`config.mk`:
```
export PLATFORM = sky130hd
export DESIGN_NAME = reader_frame_receiver
export DESIGN_NICKNAME = d
export VERILOG_FILES = /design/src/hw/rtl/rfr_pkg.sv /design/src/hw/rtl/reader_frame_receiver.sv
export SDC_FILE = /design/constraint.sdc
export NUM_CORES = 1
export LEC_CHECK = 0
export CORE_ASPECT_RATIO = 1.2
export CORE_MARGIN = 2
export CORE_UTILIZATION = 35
export DETAILED_ROUTE_END_ITERATION = 10
export DONT_BUFFER_PORTS = 1
export GPL_ROUTABILITY_DRIVEN = 0
export GPL_TIMING_DRIVEN = 0
export SLEW_MARGIN = 25
export SYNTH_ARGS = -nofsm -noshare
export SYNTH_HDL_FRONTEND = slang
export SYNTH_SLANG_ARGS = --single-unit
```
`constraint.sdc`:
```
create_clock -name clk_i -period 7.8 [get_ports clk_i]
set_input_delay 0.78 -clock clk_i [delete_from_list [all_inputs] [get_ports clk_i]]
set_output_delay 0.78 -clock clk_i [all_outputs]
set_load 0.05 [all_outputs]
```
`src/hw/rtl/rfr_pkg.sv`:
```
// Shared types and constants of the reader frame receiver.
package rfr_pkg;

  // Register indexes on the configuration port.
  localparam int unsigned CfgIdxW = 2;
  localparam logic [CfgIdxW-1:0] CFG_HEADER_BYTE = 2'd0;
  localparam logic [CfgIdxW-1:0] CFG_END_BYTE    = 2'd1;
  localparam logic [CfgIdxW-1:0] CFG_MAX_LENGTH  = 2'd2;
  localparam int unsigned CfgDataW = 16;

  // Reset values of the configuration registers.
  localparam logic [7:0]  HEADER_BYTE_RST = 8'hBB;
  localparam logic [7:0]  END_BYTE_RST    = 8'h7E;
  localparam logic [15:0] MAX_LENGTH_RST  = 16'd256;

  // Command that marks an error response.
  localparam logic [7:0] ERROR_CMD = 8'hFF;

  // Kind of a result.
  typedef enum logic {
    KIND_PARAM   = 1'b0,
    KIND_VERDICT = 1'b1
  } kind_e;

  // Frame status codes.
  typedef enum logic [2:0] {
    ST_OK        = 3'd0,
    ST_ERR_RESP  = 3'd1,
    ST_BAD_LEN   = 3'd2,
    ST_BAD_END   = 3'd3,
    ST_BAD_CHECK = 3'd4
  } status_e;

  // Parser phase, one-hot.
  typedef enum logic [7:0] {
    PH_HUNT  = 8'b0000_0001,
    PH_TYPE  = 8'b0000_0010,
    PH_CMD   = 8'b0000_0100,
    PH_LENHI = 8'b0000_1000,
    PH_LENLO = 8'b0001_0000,
    PH_PARAM = 8'b0010_0000,
    PH_CHECK = 8'b0100_0000,
    PH_END   = 8'b1000_0000
  } phase_e;

endpackage

```
`src/hw/rtl/reader_frame_receiver.sv`:
```
// Byte-serial parser for a reader's response frames with an 8-bit sum checksum.
//
// The block takes one received byte per transfer and accepts a byte in every
// clock cycle that the output is not stalled: all the work for a byte is a
// phase update, an 8-bit add and a few compares, done in the cycle of the
// transfer, and the result is written into a single output register. A new
// byte is taken whenever that register is empty or is being emptied in the
// same cycle, so the sustained rate is one byte per cycle while results are taken.
// Bytes are dropped until the header byte appears; then come type, command,
// a big-endian 16-bit parameter length, the parameter bytes, a checksum byte
// and an end byte. Each parameter byte gives a result of kind 0 carrying its
// index; the frame closes with one verdict of kind 1. A length above the
// configured limit gives an immediate bad-length verdict and the block hunts
// for a header again. The verdict reports, in order of priority, a bad end
// byte, a checksum mismatch, an error response (command 0xFF, whose first
// parameter becomes the sticky error code) or success. A header byte inside a
// frame is ordinary data. Configuration writes take effect at once and are
// meant to be made while the block is idle.
module reader_frame_receiver (
  input  logic                          clk_i,
  input  logic                          rst_ni,
  // Configuration port
  input  logic                          cfg_we_i,
  input  logic [rfr_pkg::CfgIdxW-1:0]   cfg_idx_i,
  input  logic [rfr_pkg::CfgDataW-1:0]  cfg_wdata_i,
  // Input channel
  input  logic                          in_valid_i,
  output logic                          in_ready_o,
  input  logic [7:0]                    rx_byte_i,
  // Output channel
  output logic                          out_valid_o,
  input  logic                          out_ready_i,
  output logic                          result_kind_o,
  output logic [7:0]                    param_byte_o,
  output logic [15:0]                   param_index_o,
  output logic [7:0]                    frame_type_o,
  output logic [7:0]                    frame_cmd_o,
  output logic [15:0]                   param_length_o,
  output logic [2:0]                    status_o,
  output logic [7:0]                    error_code_o
);

  // Configuration registers.
  logic [7:0]  header_byte_q;
  logic [7:0]  end_byte_q;
  logic [15:0] max_length_q;

  // Frame state.
  rfr_pkg::phase_e phase_q, phase_d;
  logic [7:0]  type_q, type_d;
  logic [7:0]  cmd_q, cmd_d;
  logic [15:0] length_q, length_d;
  logic [15:0] count_q, count_d;
  logic [7:0]  sum_q, sum_d;
  logic [7:0]  first_param_q, first_param_d;
  logic [7:0]  check_q, check_d;
  logic [7:0]  last_error_q, last_error_d;

  // Output register.
  logic              out_valid_q;
  rfr_pkg::kind_e    kind_q, kind_d;
  logic [7:0]        pbyte_q, pbyte_d;
  logic [15:0]       pidx_q, pidx_d;
  logic [7:0]        otype_q;
  logic [7:0]        ocmd_q;
  logic [15:0]       olength_q;
  rfr_pkg::status_e  status_q, status_d;
  logic [7:0]        oerror_q;

  logic        in_xfer;
  logic        emit;
  logic [15:0] count_inc;
  logic [15:0] length_lo;

  // The output register frees up in the same cycle that its result is taken.
  assign in_ready_o = !out_valid_q || out_ready_i;
  assign in_xfer    = in_valid_i && in_ready_o;

  assign count_inc = count_q + 16'd1;
  assign length_lo = {length_q[15:8], rx_byte_i};

  // Configuration writes; an index beyond the list is ignored.
  always_ff @(posedge clk_i or negedge rst_ni) begin
    if (!rst_ni) begin
      header_byte_q <= rfr_pkg::HEADER_BYTE_RST;
      end_byte_q    <= rfr_pkg::END_BYTE_RST;
      max_length_q  <= rfr_pkg::MAX_LENGTH_RST;
    end else if (cfg_we_i) begin
      case (cfg_idx_i)
        rfr_pkg::CFG_HEADER_BYTE: header_byte_q <= cfg_wdata_i[7:0];
        rfr_pkg::CFG_END_BYTE:    end_byte_q    <= cfg_wdata_i[7:0];
        rfr_pkg::CFG_MAX_LENGTH:  max_length_q  <= cfg_wdata_i;
        default: ;
      endcase
    end
  end

  // Next state of the parser for the byte on the input, and the result that
  // it gives, if any. The fields copied from the frame registers are taken
  // from their next values so that a verdict shows the frame as updated.
  always_comb begin
    phase_d       = phase_q;
    type_d        = type_q;
    cmd_d         = cmd_q;
    length_d      = length_q;
    count_d       = count_q;
    sum_d         = sum_q;
    first_param_d = first_param_q;
    check_d       = check_q;
    last_error_d  = last_error_q;
    emit          = 1'b0;
    kind_d        = rfr_pkg::KIND_VERDICT;
    pbyte_d       = 8'd0;
    pidx_d        = 16'd0;
    status_d      = rfr_pkg::ST_OK;

    case (phase_q)
      rfr_pkg::PH_HUNT: begin
        if (rx_byte_i == header_byte_q) begin
          sum_d   = 8'd0;
          count_d = 16'd0;
          phase_d = rfr_pkg::PH_TYPE;
        end
      end
      rfr_pkg::PH_TYPE: begin
        type_d  = rx_byte_i;
        sum_d   = sum_q + rx_byte_i;
        phase_d = rfr_pkg::PH_CMD;
      end
      rfr_pkg::PH_CMD: begin
        cmd_d   = rx_byte_i;
        sum_d   = sum_q + rx_byte_i;
        phase_d = rfr_pkg::PH_LENHI;
      end
      rfr_pkg::PH_LENHI: begin
        length_d = {rx_byte_i, 8'd0};
        sum_d    = sum_q + rx_byte_i;
        phase_d  = rfr_pkg::PH_LENLO;
      end
      rfr_pkg::PH_LENLO: begin
        length_d = length_lo;
        sum_d    = sum_q + rx_byte_i;
        count_d  = 16'd0;
        if (length_lo > max_length_q) begin
          phase_d  = rfr_pkg::PH_HUNT;
          emit     = 1'b1;
          status_d = rfr_pkg::ST_BAD_LEN;
        end else if (length_lo == 16'd0) begin
          phase_d = rfr_pkg::PH_CHECK;
        end else begin
          phase_d = rfr_pkg::PH_PARAM;
        end
      end
      rfr_pkg::PH_PARAM: begin
        if (count_q == 16'd0) begin
          first_param_d = rx_byte_i;
        end
        sum_d   = sum_q + rx_byte_i;
        emit    = 1'b1;
        kind_d  = rfr_pkg::KIND_PARAM;
        pbyte_d = rx_byte_i;
        pidx_d  = count_q;
        count_d = count_inc;
        // The count never passes the length, so reaching it is equality.
        if (count_inc == length_q) begin
          phase_d = rfr_pkg::PH_CHECK;
        end
      end
      rfr_pkg::PH_CHECK: begin
        check_d = rx_byte_i;
        phase_d = rfr_pkg::PH_END;
      end
      rfr_pkg::PH_END: begin
        emit    = 1'b1;
        phase_d = rfr_pkg::PH_HUNT;
        if (rx_byte_i != end_byte_q) begin
          status_d = rfr_pkg::ST_BAD_END;
        end else if (check_q != sum_q) begin
          status_d = rfr_pkg::ST_BAD_CHECK;
        end else if (cmd_q == rfr_pkg::ERROR_CMD) begin
          status_d = rfr_pkg::ST_ERR_RESP;
          // An error response without parameters leaves the code alone.
          if (length_q != 16'd0) begin
            last_error_d = first_param_q;
          end
        end else begin
          status_d = rfr_pkg::ST_OK;
        end
      end
      default: begin
        phase_d = rfr_pkg::PH_HUNT;
      end
    endcase
  end

  // Frame state registers, updated on every input transfer.
  always_ff @(posedge clk_i or negedge rst_ni) begin
    if (!rst_ni) begin
      phase_q       <= rfr_pkg::PH_HUNT;
      type_q        <= 8'd0;
      cmd_q         <= 8'd0;
      length_q      <= 16'd0;
      count_q       <= 16'd0;
      sum_q         <= 8'd0;
      first_param_q <= 8'd0;
      check_q       <= 8'd0;
      last_error_q  <= 8'd0;
    end else if (in_xfer) begin
      phase_q       <= phase_d;
      type_q        <= type_d;
      cmd_q         <= cmd_d;
      length_q      <= length_d;
      count_q       <= count_d;
      sum_q         <= sum_d;
      first_param_q <= first_param_d;
      check_q       <= check_d;
      last_error_q  <= last_error_d;
    end
  end

  // Output valid: set by a transfer that gives a result, cleared when the
  // result is taken and nothing replaces it.
  always_ff @(posedge clk_i or negedge rst_ni) begin
    if (!rst_ni) begin
      out_valid_q <= 1'b0;
    end else if (in_xfer) begin
      out_valid_q <= emit;
    end else if (out_ready_i) begin
      out_valid_q <= 1'b0;
    end
  end

  // Output payload.
  always_ff @(posedge clk_i) begin
    if (in_xfer && emit) begin
      kind_q    <= kind_d;
      pbyte_q   <= pbyte_d;
      pidx_q    <= pidx_d;
      otype_q   <= type_d;
      ocmd_q    <= cmd_d;
      olength_q <= length_d;
      status_q  <= status_d;
      oerror_q  <= last_error_d;
    end
  end

  assign out_valid_o    = out_valid_q;
  assign result_kind_o  = kind_q;
  assign param_byte_o   = pbyte_q;
  assign param_index_o  = pidx_q;
  assign frame_type_o   = otype_q;
  assign frame_cmd_o    = ocmd_q;
  assign param_length_o = olength_q;
  assign status_o       = status_q;
  assign error_code_o   = oerror_q;

  // A parameter result always carries an ok status.
  a_param_status_ok : assert property (@(posedge clk_i) disable iff (!rst_ni)
    (out_valid_q && kind_q == rfr_pkg::KIND_PARAM) |-> status_q == rfr_pkg::ST_OK)
    else $error("parameter result with a non-ok status");

  // While parameters are read, the count stays below a nonzero length.
  a_param_count : assert property (@(posedge clk_i) disable iff (!rst_ni)
    (phase_q == rfr_pkg::PH_PARAM) |-> (length_q != 16'd0 && count_q < length_q))
    else $error("parameter count outside the frame length");

  // The sticky error code only moves with an error-response verdict.
  a_error_code_update : assert property (@(posedge clk_i) disable iff (!rst_ni)
    (last_error_q != $past(last_error_q)) |->
      (out_valid_q && kind_q == rfr_pkg::KIND_VERDICT && status_q == rfr_pkg::ST_ERR_RESP))
    else $error("error code changed without an error response");

  // Input is held off only while a result waits to be taken.
  a_ready_backpressure : assert property (@(posedge clk_i) disable iff (!rst_ni)
    !in_ready_o |-> (out_valid_q && !out_ready_i))
    else $error("input stalled with a free output register");

endmodule
```
# Yosys cells after proc, flatten, opt, wreduce, memory -nomap -nowiden
# Index checks and enable logic that the tools add are counted.
# classes
n_mul,0
shifts,0
div_mod_pow,0
reduce_logical,21
bitwise,0
mux,27
addsub,2
n_eq_ne,17
magnitude_cmp,1
# op_table
op,count
$mux 8,10
$pmux 8 s7,1
$pmux 16 s3,1
$logic_not 16->1,2
$pmux 16 s2,1
$add 16x1->16 const B,1
$eq 16x16->1,1
$eq 8x8->1 const B,2
$gt 16x16->1,1
$mux 16,1
$ne 8x8->1,2
$pmux 8 s2,1
$reduce_bool 16->1,1
$mux 7,2
$reduce_and 3->1,4
$add 8x8->8,1
$eq 8x1->1 const B,1
$eq 8x2->1 const B,1
$eq 8x3->1 const B,1
$eq 8x4->1 const B,1
$eq 8x5->1 const B,1
$eq 8x6->1 const B,1
$eq 8x7->1 const B,1
$eq 8x8->1,1
other kinds (17),28
# totals
register_bits,189
latchBits,0
in_bits,31
mem_count,0
wordCells,89
ramBits,0
mem_bits_ro,0

# Longest topological paths before layout
# Gate-level depths: netlist of the first run.
# depth
word_depth,6
mapped_depth,10
mapped_depth_nobuf,9

# Least setup slack after synthesis of the first run
# Ideal clock, no wire load.
# synth_timing
path_kind,input port to flip-flop
startpoint,input port rx_byte_i[1]
endpoint,"register oerror_q[0], in the netlist error_code_o[0], enable pin"
required_time_ns,7.306
slack_ns,2.433
t_arrival_ns,4.873
setup_ns,0.494
path_stages,8
path_cell_list,ha_1 nor2b_1 o211ai_1 a2111oi_0 nor4b_1 nor2_1 a31oi_1 nor2_1
# synth_between
elab_chain_cells,4
# synth_rtl
item,line,source
from (decl),reader_frame_receiver.sv:29,"input logic [7:0] rx_byte_i,"
$gt 16x16->1,reader_frame_receiver.sv:144,if (length_lo > max_length_q) begin
$mux 1,reader_frame_receiver.sv:144,
$pmux 1 s2,reader_frame_receiver.sv:117,case (phase_q)
$logic_and 1x1->1,reader_frame_receiver.sv:235,if (in_xfer && emit) begin
to (signal assigned),reader_frame_receiver.sv:243,oerror_q <= last_error_d;
to (decl),reader_frame_receiver.sv:68,logic [7:0] oerror_q;
# No other way between the ends.
# A chain may end at the register's enable or synchronous reset.

# Final worst setup path of the first run
# layout_timing
startpoint,input port rx_byte_i[0]
endpoint,"register olength_q[10], in the netlist param_length_o[10], enable pin"
# layout_between
elab_chain_cells,4
# layout_rtl
item,line,source
$gt 16x16->1,reader_frame_receiver.sv:144,
$mux 1,reader_frame_receiver.sv:144,
$pmux 1 s2,reader_frame_receiver.sv:117,
$logic_and 1x1->1,reader_frame_receiver.sv:235,
to (signal assigned),reader_frame_receiver.sv:241,olength_q <= length_d;
to (decl),reader_frame_receiver.sv:66,logic [15:0] olength_q;
# No other way between the ends.

==> run_results.csv, run 1 <==
group,metric,value,unit
logic_synthesis,yosysWarningCount,0,
grt,grt_remaining_overflow,0,
die,std_cell_rows,64,
critical_path,worst_setup_path_start_kind,"input port",
clock_network,post_cts_resize_count,0,
logic_synthesis,synth_simple_gate_area_share,14.1,%
clock_network,cts_tree,"built",
die,i_o_pin_total,101,
timing,clock_skew,0.0125,ns
power,pwr-share-seq,46.9,%
clock_network,clk_pin_slew,0.07,ns
routing,drt-wirelength-per-cell,19.2,um
power,reported_leakage_power,4.39,nW
finish,antenna-diode-count,0,
clock_network,postCtsSetupRepairBufs,0,
placement,dpl.cell_count,1101,
finish,multi_input_comb_area,3830,um2
finish,layout-area-overhead-vs-synth,11.7,%
timing,post-route-min-period,3.46,ns
routing,drcViolationCount,0,
logic_synthesis,synth.cells.most_frequent,"sky130_fd_sc_hd__nand2_1, sky130_fd_sc_hd__dfrtp_1, sky130_fd_sc_hd__mux2_2, sky130_fd_sc_hd__edfxtp_1, sky130_fd_sc_hd__xor2_1",
clock_network,cts_root_buf,"sky130_fd_sc_hd__clkbuf_16",
power,net-switching-power,1.01,mW
timing,transition_time_of_the_tightest_slew_check_pin,0.920,ns
timing,fmax,289,MHz
logic_synthesis,synthCells,769,
critical_path,worst_setup_path_startpoint,"rx_byte_i[0]",
timing,slew_violations,0,
logic_synthesis,synth_top_family_by_area,"simple AND/OR/NAND/NOR gates",
logic_synthesis,synth_top_area_cell,"sky130_fd_sc_hd__dfrtp_1",
logic_synthesis,post_synth_fa_ha_maj_area_fraction,3.64,%
grt,number_of_global_route_vias_before_repair,6000,
logic_synthesis,syn-cell-area,9150,um2
grt,grt_pass1_wl,34.6,mm
clock_network,postCtsHoldBufs,0,
placement,io_buffer_count,0,
logic_synthesis,flip_flop_and_latch_count_after_synthesis,189,
critical_path,worst-setup-path-type,"input port to register",
critical_path,ff2ff_path_depth,9,
finish,nets,847,
critical_path,worst_setup_path_end_kind,"register",
grt,grt_usage,16.7,%
finish,drive_above_1_share,18.9,%
timing,finalCritPeriodShare,44.3,%
grt,number_of_antenna_violations_at_the_first_check_in_global_routing,0,
timing,timing_hold_violations_final,0,
power,combPwrFrac,23.9,%
clock_network,clock_tree.buffer_depth,2,
placement,hpwlAfterDp,15.4,mm
die,initial_core_util,35.7,%
power,finalPower,3.05,mW
power,clkPwrFrac,29.2,%
die,fp.dieArea,27500,um2
power,cell_internal_pwr,2.04,mW
clock_network,h_tree_depth,4,
placement,dpl-instance-area,9630,um2
critical_path,crit_path_max_fanout,27,
logic_synthesis,ys_dominant_reg_cell,"sky130_fd_sc_hd__dfrtp_1",
critical_path,cp_data_required_time,7.94,ns
power,p_per_area,298,nW/um2
routing,drt-pass1-iter-count,5,
routing,route.antenna.remaining_nets,0,
routing,overall_via_count_from_detail_route,5843,
die,floorplan_core_area,25600,um2
die,horizontal_die_dimension,152,um
critical_path,worstReg2RegEnd,"param_length_o[10]$_DFFE_PP_",
logic_synthesis,post_synth_main_area_contributors,"sky130_fd_sc_hd__dfrtp_1, sky130_fd_sc_hd__edfxtp_1, sky130_fd_sc_hd__mux2_2",
run_status,run_status,"completed",
logic_synthesis,synth.distinct_cells,61,
finish,final.fill_count,2499,
timing,setup_repair_after_global_routing_missed_its_margin,"no",
routing,vias_per_cell,5.16,
min_path,timing.hold.worst.class,"input port to asynchronous set/reset pin",
die,dieHeight,181,um
routing,wl,21.8,mm
finish,final_area,10200,um2
logic_synthesis,post_synth_xor_area_fraction,5.17,%
timing,setup_total_negative_slack,0,ns
finish,layout.area.seq,5090,um2
logic_synthesis,synth_seq_area_share,55.6,%
logic_synthesis,synth.net_count,826,
routing,drt_first_iter_violations,461,
critical_path,reg2reg_from,"length_q[14]$_DFFE_PN0P_",
power,power.share.switching,33.1,%
logic_synthesis,fraction_of_the_mapped_netlist_area_in_compound_gates,7.09,%
clock_network,cts_buffers,17,
job,max-cap-violations,0,
critical_path,crit_end,"param_length_o[10]$_DFFE_PP_",
critical_path,worst_ep_arrival_time,3.59,ns
logic_synthesis,post-synth-top-area-fraction,29.3,%
logic_synthesis,synth.area.mux_share,11.8,%
finish,fin_cells,1133,
logic_synthesis,async_flop_share,64.0,%
finish,fin_util,39.9,%
logic_synthesis,synth-edff-count,68,
clock_network,worst_skew_pair.late_latency,0.44,ns
grt,grt_max_degree,122,
timing,setup_viol_count_final,0,
clock_network,clock-sinks,189,
critical_path,setup.reg_to_reg.worst_slack,4.35,ns
logic_synthesis,yosys.cell_count.top_type,"sky130_fd_sc_hd__nand2_1",
power,ir_drop,0.000138,V
logic_synthesis,post_synth.cell_area_avg,11.9,um2
timing,timing.slew.headroom,38.7,%
==> worst min path at each step <==
| stage | endpoint | slack [ns] | start |
|---|---|---|---|
| floorplan | type_q[7]$_DFFE_PN0P_ | 0.44 | type_q[7]$_DFFE_PN0P_ |
| global placement | type_q[2]$_DFFE_PN0P_ | 0.45 | type_q[2]$_DFFE_PN0P_ |
| detailed placement | type_q[2]$_DFFE_PN0P_ | 0.46 | type_q[2]$_DFFE_PN0P_ |
| CTS | type_q[5]$_DFFE_PN0P_ | 0.03 | rst_ni |
| global route | max_length_q[14]$_DFFE_PN0P_ | 0.02 | rst_ni |
| finish | max_length_q[9]$_DFFE_PN0P_ | 0.04 | rst_ni |
==> metal layers <==
layer  GRT usage [%]  part of all wire [%]  vias up
li1                -                     -     2803
met3            4.95                   5.4       20
met2            28.0                    50      128
met1            21.5                    43     2892
met5               0                     0        -
met4            3.33                  0.96        0
==> sequential cells by signal (all words and copies together) (netlist names), 16 cells and up <==
signal          count
count_q            16
max_length_q       16
length_q           16
param_length_o     16
param_index_o      16
==> worst max-delay path, stage by stage <==
cell	delay [ns]
sky130_fd_sc_hd__inv_1	0.19
sky130_fd_sc_hd__ha_1	0.28
sky130_fd_sc_hd__nor2b_1	0.11
sky130_fd_sc_hd__o211ai_1	0.10
sky130_fd_sc_hd__a2111oi_0	0.41
sky130_fd_sc_hd__nor4b_1	0.18
sky130_fd_sc_hd__nor2_1	0.28
sky130_fd_sc_hd__a31oi_1	0.22
sky130_fd_sc_hd__nor2_4	0.57
sky130_fd_sc_hd__buf_16	0.24
sky130_fd_sc_hd__buf_12	0.20
==> power groups by stage <==
stage / Clock, mW / Sequential (mW) / Combinational (mW)
2_1_floorplan: 0 / 1.41 / 0.578
3_3_place_gp: 0 / 1.45 / 0.707
3_5_place_dp: 0 / 1.45 / 0.733
4_1_cts: 0.909 / 1.43 / 0.737
5_1_grt: 0.954 / 1.46 / 0.822
6_report: 0.889 / 1.43 / 0.728
==> kinds of logic (layout without fill, tap and decap cells) <==
group / after synthesis / count (layout)
compound gates: 95 / 95
xor+xnor: 54 / 54
fa+ha+maj: 26 / 26
buf+inv: 62 / 96
flops: 189 / 189
mux: 93 / 93
simple gates: 250 / 250
==> metrics by stage <==
stage / hold WS [ns] / setup slack, ns
3_5_place_dp: 0.457 / 3.82
6_report: 0.0440 / 4.34
5_1_grt: 0.0207 / 4.11
2_1_floorplan: 0.440 / 2.43
3_3_place_gp: 0.451 / 0.600
4_1_cts: 0.0294 / 4.25
==> area by class of cell <==
cell class / count / area share [%]
clock inverters: 15 / 1.72
flip-flops and latches: 189 / 49.7
plain buffers: 36 / 1.46
repair buffers: 2 / 0.465
well taps: 330 / 4.04
multi-input cells: 518 / 37.5
inverters: 26 / 0.954
clock buffers: 17 / 4.16
==> layout by cell type, fill, tap and decap left out, types with 8 or more instances in the layout <==
cell | netlist | final
sky130_fd_sc_hd__o21ai_1 | 21 | 21
sky130_fd_sc_hd__xnor2_1 | 19 | 19
sky130_fd_sc_hd__nand3_1 | 15 | 15
sky130_fd_sc_hd__ha_1 | 25 | 25
sky130_fd_sc_hd__nand2_1 | 112 | 112
sky130_fd_sc_hd__dfstp_2 | 14 | 14
sky130_fd_sc_hd__and2_1 | 26 | 26
sky130_fd_sc_hd__mux2_4 | 8 | 8
sky130_fd_sc_hd__mux2_1 | 8 | 8
sky130_fd_sc_hd__edfxtp_1 | 68 | 68
sky130_fd_sc_hd__a21oi_1 | 11 | 11
sky130_fd_sc_hd__o21ai_0 | 14 | 14
sky130_fd_sc_hd__nor4_1 | 13 | 13
sky130_fd_sc_hd__xor2_1 | 35 | 35
sky130_fd_sc_hd__nor2_1 | 33 | 32
sky130_fd_sc_hd__dfrtp_1 | 107 | 107
sky130_fd_sc_hd__mux2_2 | 76 | 76
sky130_fd_sc_hd__clkbuf_16 | 0 | 17
sky130_fd_sc_hd__nand4_1 | 11 | 11
sky130_fd_sc_hd__a22o_1 | 15 | 15
sky130_fd_sc_hd__clkbuf_1 | 26 | 26
sky130_fd_sc_hd__inv_1 | 24 | 24
(Power assumes the default switching activity.)
==> inputs of run 2 (changes only) <==
- ABC_AREA: not set -> 1
- clock period: 7.8 -> 3.5 ns (I/O delays scaled with it)
==> run_results.csv, run 2 <==
group,metric,value,unit
critical_path,timing.critical_path.cells,"nand2_2, nand2_1, inv_2, clkbuf_1, nand2_1, inv_4, buf_16",
logic_synthesis,flip_flop_and_latch_count_after_synthesis,189,
critical_path,slowest_delay,0.57,ns
power,ir_drop,0.000380,V
timing,fmax,319,MHz
die,std_cell_rows,65,
grt,grt_max_degree,122,
critical_path,crit_path_max_fanout,54,
placement,dpl-instance-area,9700,um2
clock_network,cts_tree,"built",
finish,nets,1109,
grt,grt_pass1_wl,38.0,mm
job,max-cap-violations,0,
finish,layout.cells.most_common,"sky130_fd_sc_hd__nand2_1",
timing,timing.slew.headroom,45.9,%
timing,setup_viol_count_final,0,
die,floorplan_core_area,26200,um2
logic_synthesis,synth.net_count,1087,
timing,setup_total_negative_slack,0,ns
logic_synthesis,post-synth-top-area-fraction,28.9,%
logic_synthesis,synthCells,1030,
logic_synthesis,yosysWarningCount,0,
critical_path,reg2reg_from,"out_valid_o$_DFFE_PN0P_",
finish,layout_common_cells,"sky130_fd_sc_hd__nand2_1, sky130_fd_sc_hd__dfrtp_1, sky130_fd_sc_hd__inv_1",
timing,setup_repair_after_global_routing_missed_its_margin,"no",
power,reported_leakage_power,4.54,nW
timing,clock_skew,0.0165,ns
grt,number_of_global_route_vias_before_repair,6977,
grt,grt_remaining_overflow,0,
logic_synthesis,async_flop_share,64.0,%
critical_path,worst_ep_arrival_time,3.25,ns
critical_path,cp_data_required_time,3.62,ns
timing,slew_violations,0,
min_path,worst_hold_startpoint,"cfg_wdata_i[8]",
logic_synthesis,post_synth.cell_area_avg,8.99,um2
run_status,run_status,"completed",
clock_network,postCtsSetupRepairBufs,0,
logic_synthesis,synth-edff-count,68,
routing,wl,23.7,mm
timing,timing_hold_violations_final,0,
logic_synthesis,synth_top_area_cell,"sky130_fd_sc_hd__dfrtp_1",
die,i_o_pin_total,101,
die,fp.dieArea,27800,um2
logic_synthesis,synth.distinct_cells,44,
finish,layout-area-overhead-vs-synth,12.0,%
die,dieHeight,182,um
timing,finalCritPeriodShare,89.7,%
finish,antenna-diode-count,0,
min_path,timing.hold.worst.class,"input port to register",
die,initial_core_util,35.3,%
finish,final_area,10400,um2
logic_synthesis,synth.cells.most_frequent,"sky130_fd_sc_hd__nand2_1, sky130_fd_sc_hd__dfrtp_1, sky130_fd_sc_hd__inv_1, sky130_fd_sc_hd__o21ai_0, sky130_fd_sc_hd__nor2_1",
timing,transition_time_of_the_tightest_slew_check_pin,0.805,ns
critical_path,path_common_cell,"sky130_fd_sc_hd__nand2_1",
routing,drt_first_iter_violations,587,
logic_synthesis,ys_dominant_reg_cell,"sky130_fd_sc_hd__dfrtp_1",
logic_synthesis,syn-cell-area,9260,um2
clock_network,clk_pin_slew,0.08,ns
logic_synthesis,yosys.cell_count.top_type,"sky130_fd_sc_hd__nand2_1",
grt,number_of_antenna_violations_at_the_first_check_in_global_routing,0,
critical_path,worst-setup-path-type,"register to register",
die,horizontal_die_dimension,152,um
routing,drcViolationCount,0,
routing,route.antenna.remaining_nets,0,
finish,final.fill_count,2621,
routing,overall_via_count_from_detail_route,7167,
finish,drive_above_1_share,9.30,%
critical_path,worst_setup_path_end_kind,"register",
clock_network,clock_tree.buffer_depth,2,
placement,hpwlAfterDp,16.9,mm
clock_network,h_tree_depth,4,
logic_synthesis,synth_seq_area_share,55.0,%
clock_network,clock-sinks,189,
logic_synthesis,post_synth_main_area_contributors,"sky130_fd_sc_hd__dfrtp_1, sky130_fd_sc_hd__edfxtp_1, sky130_fd_sc_hd__nand2_1",
power,p_per_area,664,nW/um2
critical_path,worst_setup_path_startpoint,"out_valid_o$_DFFE_PN0P_",
grt,grt_usage,17.3,%
routing,drt-pass1-iter-count,6,
critical_path,standard_cell_with_the_maximum_stage_delay_on_the_critical_path,"sky130_fd_sc_hd__dfrtp_1",
placement,io_buffer_count,0,
clock_network,cts_root_buf,"sky130_fd_sc_hd__clkbuf_16",
timing,post-route-min-period,3.14,ns
critical_path,critical_path.top_delay_family,"buffers and inverters",
routing,vias_per_cell,5.12,
clock_network,cts_buffers,17,
timing,finalHoldWorstSlack,0.0314,ns
critical_path,crit_buf_inv,4,
routing,drt-wirelength-per-cell,17.0,um
clock_network,worst_skew_pair.late_latency,0.45,ns
critical_path,worst_setup_path_start_kind,"register",
run 2: cell count changes in the layout (fill, tap and decap cells not counted), sizes merged, moves of 15 or more:
cell   previous run  this run
xor2             35        17
inv              33       118
a22o             15         0
o21ai            35       114
nand3            16        66
nand2           112       272
nand4            11        27
mux2             92         0
nor2             33        93
and2             26         0
run 2: worst paths after layout:
path | end | slack [ns] | cells after the start
max in group asynchronous | count_q[0]$_DFFE_PN0P_ | 2.48 | 2
min in group asynchronous | type_q[1]$_DFFE_PN0P_ | 0.52 | 2
max reg2reg | param_index_o[8]$_SDFFCE_PN0P_ | 0.36 | 7
min | max_length_q[8]$_DFFE_PN1P_ | 0.03 | 2
min reg2reg | phase_q[0]$_DFFE_PN1P_ | 0.48 | 2
max | param_index_o[8]$_SDFFCE_PN0P_ | 0.36 | 7
run 2: where the power goes:
group / leakage, nW / switching, mW / total (mW) / internal (mW)
clock network: 0.295 / 1.01 / 1.99 / 0.977
registers: 2.16 / 0.325 / 3.05 / 2.72
logic: 2.08 / 1.20 / 1.85 / 0.645
total: 4.54 / 2.54 / 6.88 / 4.34
run 2: logic make-up (layout without fill, tap and decap cells):
family	Yosys count	count (layout)	synth area share, %
AND/OR/NAND/NOR	481	481	22.6
flip-flops	189	189	55.0
buffers and inverters	142	177	6.03
AO/OA/AOI/OAI	166	166	10.0
adder cells (fa/ha/maj)	26	26	3.60
XOR/XNOR	26	26	2.76
run 2: area by class of cell:
| type | count | area (um2) | area share [%] |
|---|---|---|---|
| plain buffers | 28 | 130 | 1.26 |
| clock inverters | 15 | 193 | 1.86 |
| clock buffers | 17 | 425 | 4.11 |
| well taps | 335 | 419 | 4.04 |
| flip-flops and latches | 189 | 5090 | 49.1 |
| inverters | 114 | 430 | 4.15 |
| multi-input cells | 699 | 3610 | 34.9 |
| repair buffers | 3 | 65.1 | 0.628 |
run 2: through the flow:
stage	total power, mW	cells	setup slack, ns	util, %
2_1_floorplan	4.37	1030	0.0571	-
3_3_place_gp	4.85	1365	-1.27	36.9
3_5_place_dp	4.89	1366	0.199	37.1
4_1_cts	6.91	1400	0.169	39.6
5_1_grt	7.30	1400	0.213	39.6
6_report	6.88	1400	0.362	39.6
run 2: metal layers:
layer / part of all wire [%] / global-route usage (%) / wire length (um) / vias to the layer above
li1: - / - / - / 3486
met1: 46 / 23.4 / 10800 / 3439
met2: 47 / 28.3 / 11100 / 215
met3: 5.6 / 3.75 / 1330 / 27
met4: 1.9 / 5.11 / 450 / 0
met5: 0 / 0 / 0 / -
run 2: timing repair:
action / in CTS / in global routing
hold endpoints to repair: 121 / 0
setup endpoints to repair: 0 / 15
hold buffers: 2 / 0
gates resized for setup: 0 / 1
==> inputs of run 3 (changes only) <==
- CORE_UTILIZATION: 35 -> 45
==> run_results.csv, run 3 (synthesized netlist as in run 2, its figures left out) <==
group,metric,value,unit
critical_path,worst_setup_path_end_kind,"register",
timing,setup_repair_after_global_routing_missed_its_margin,"no",
die,i_o_pin_total,101,
finish,nets,1109,
critical_path,cp_data_required_time,3.62,ns
finish,layout.cells.most_common,"sky130_fd_sc_hd__nand2_1",
clock_network,post_cts_resize_count,0,
timing,fmax,308,MHz
critical_path,worst_setup_path_startpoint,"out_valid_o$_DFFE_PN0P_",
critical_path,worst-setup-path-type,"register to register",
finish,drive_above_1_share,9.11,%
clock_network,cts_tree,"built",
min_path,timing.hold.worst.class,"input port to register",
grt,number_of_global_route_vias_before_repair,7090,
grt,grt_remaining_overflow,0,
die,floorplan_core_area,20200,um2
clock_network,clock_tree.buffer_depth,2,
grt,grt_pass1_wl,37.5,mm
timing,post-route-min-period,3.25,ns
die,initial_core_util,45.9,%
timing,transition_time_of_the_tightest_slew_check_pin,0.880,ns
routing,drt-pass1-iter-count,5,
critical_path,setup.reg_to_reg.worst_slack,0.25,ns
routing,wl,23.0,mm
power,reported_leakage_power,4.54,nW
job,max-cap-violations,0,
die,dieHeight,161,um
critical_path,ff2ff_path_depth,7,
routing,route.antenna.remaining_nets,0,
die,fp.dieArea,21700,um2
grt,grt_max_degree,122,
finish,antenna-diode-count,0,
timing,setup_total_negative_slack,0,ns
grt,number_of_antenna_violations_at_the_first_check_in_global_routing,0,
clock_network,clk_pin_slew,0.07,ns
placement,hpwlAfterDp,16.6,mm
clock_network,h_tree_depth,4,
placement,worst_setup_slack_before_clock_tree_synthesis,0.234,ns
routing,drt-wirelength-per-cell,17.3,um
clock_network,postCtsSetupRepairBufs,0,
clock_network,cts_buffers,17,
clock_network,clock-sinks,189,
timing,timing_hold_violations_final,0,
timing,timing.slew.headroom,41.1,%
routing,drcViolationCount,0,
clock_network,postCtsHoldBufs,2,
grt,grt_usage,22.3,%
timing,timing.final.ws_setup,0.254,ns
timing,slew_violations,0,
critical_path,crit_path_max_fanout,52,
routing,vias_per_cell,5.37,
critical_path,worst_ep_arrival_time,3.36,ns
clock_network,cts_root_buf,"sky130_fd_sc_hd__clkbuf_16",
timing,finalCritPeriodShare,92.7,%
timing,clock_skew,0.0113,ns
power,p_per_area,671,nW/um2
routing,overall_via_count_from_detail_route,7142,
placement,io_buffer_count,0,
finish,layout-area-overhead-vs-synth,10.9,%
critical_path,reg2reg_from,"out_valid_o$_DFFE_PN0P_",
critical_path,worst_setup_path_start_kind,"register",
run_status,run_status,"completed",
die,std_cell_rows,57,
clock_network,worst_skew_pair.late_latency,0.44,ns
finish,layout_common_cells,"sky130_fd_sc_hd__nand2_1, sky130_fd_sc_hd__dfrtp_1, sky130_fd_sc_hd__inv_1",
finish,fin_util,50.8,%
critical_path,crit_end,"param_index_o[9]$_SDFFCE_PN0P_",
timing,setup_viol_count_final,0,
routing,drt_first_iter_violations,576,
critical_path,worstReg2RegEnd,"param_index_o[9]$_SDFFCE_PN0P_",
timing,finalHoldWorstSlack,0.0445,ns
die,horizontal_die_dimension,135,um
power,ir_drop,0.000415,V
run 3: changes by cell type in the layout (fill, tap and decap cells not counted), sizes merged:
cell | before | now
inv | 118 | 119
bufinv | 0 | 2
clkinv | 10 | 6
clkbuf | 34 | 35
run 3: how the worst min path moves through the flow:
stage          depth (start not counted)                      endpoint  slack (ns)             from
2_1_floorplan                          0        check_q[0]$_DFFE_PN0P_        0.05           rst_ni
3_3_place_gp                           0        count_q[6]$_DFFE_PN0P_        0.06           rst_ni
3_5_place_dp                           0        count_q[6]$_DFFE_PN0P_        0.06           rst_ni
4_1_cts                                2   max_length_q[8]$_DFFE_PN1P_        0.03   cfg_wdata_i[8]
5_1_grt                                2  max_length_q[10]$_DFFE_PN0P_        0.06  cfg_wdata_i[10]
6_report                               2   max_length_q[8]$_DFFE_PN1P_        0.04   cfg_wdata_i[8]
run 3: critical path, stage by stage, from the launching register on:
cell and delay (ns):
sky130_fd_sc_hd__dfrtp_1 0.56, sky130_fd_sc_hd__nand2_1 0.50, sky130_fd_sc_hd__nand2_1 0.30, sky130_fd_sc_hd__inv_2 0.26
sky130_fd_sc_hd__clkbuf_1 0.46, sky130_fd_sc_hd__nand2_1 0.23, sky130_fd_sc_hd__inv_4 0.28, sky130_fd_sc_hd__buf_16 0.28
run 3: power by group:
part | switching (mW) | internal (mW)
logic | 1.19 | 0.643
clock network | 0.924 | 1.09
registers | 0.319 | 2.72
run 3: area by class of cell:
class,count,area (um2)
Buffer,28,130
Clock buffer,18,429
Clock inverter,14,178
Fill cell,1830,9920
Inverter,114,430
Multi-Input combinational cell,699,3610
Sequential cell,189,5090
Tap cell,265,332
Timing Repair Buffer,3,65.1
run 3: per-stage QoR:
step | power (mW) | cell area, um2 | std cells
finish | 6.89 | 10300 | 1330
detailed placement | 4.87 | 9620 | 1296
global route | 7.33 | 10300 | 1330
floorplan | 4.37 | 9260 | 1030
global placement | 4.82 | 9590 | 1295
CTS | 6.91 | 10300 | 1330
run 3: routing by layer:
metal / GRT usage (%) / vias up / share of wire [%]
li1: - / 3486 / -
met1: 28.3 / 3433 / 43
met2: 38.2 / 181 / 51
met3: 4.30 / 42 / 4.3
met4: 7.27 / 0 / 2.3
met5: 0 / - / 0
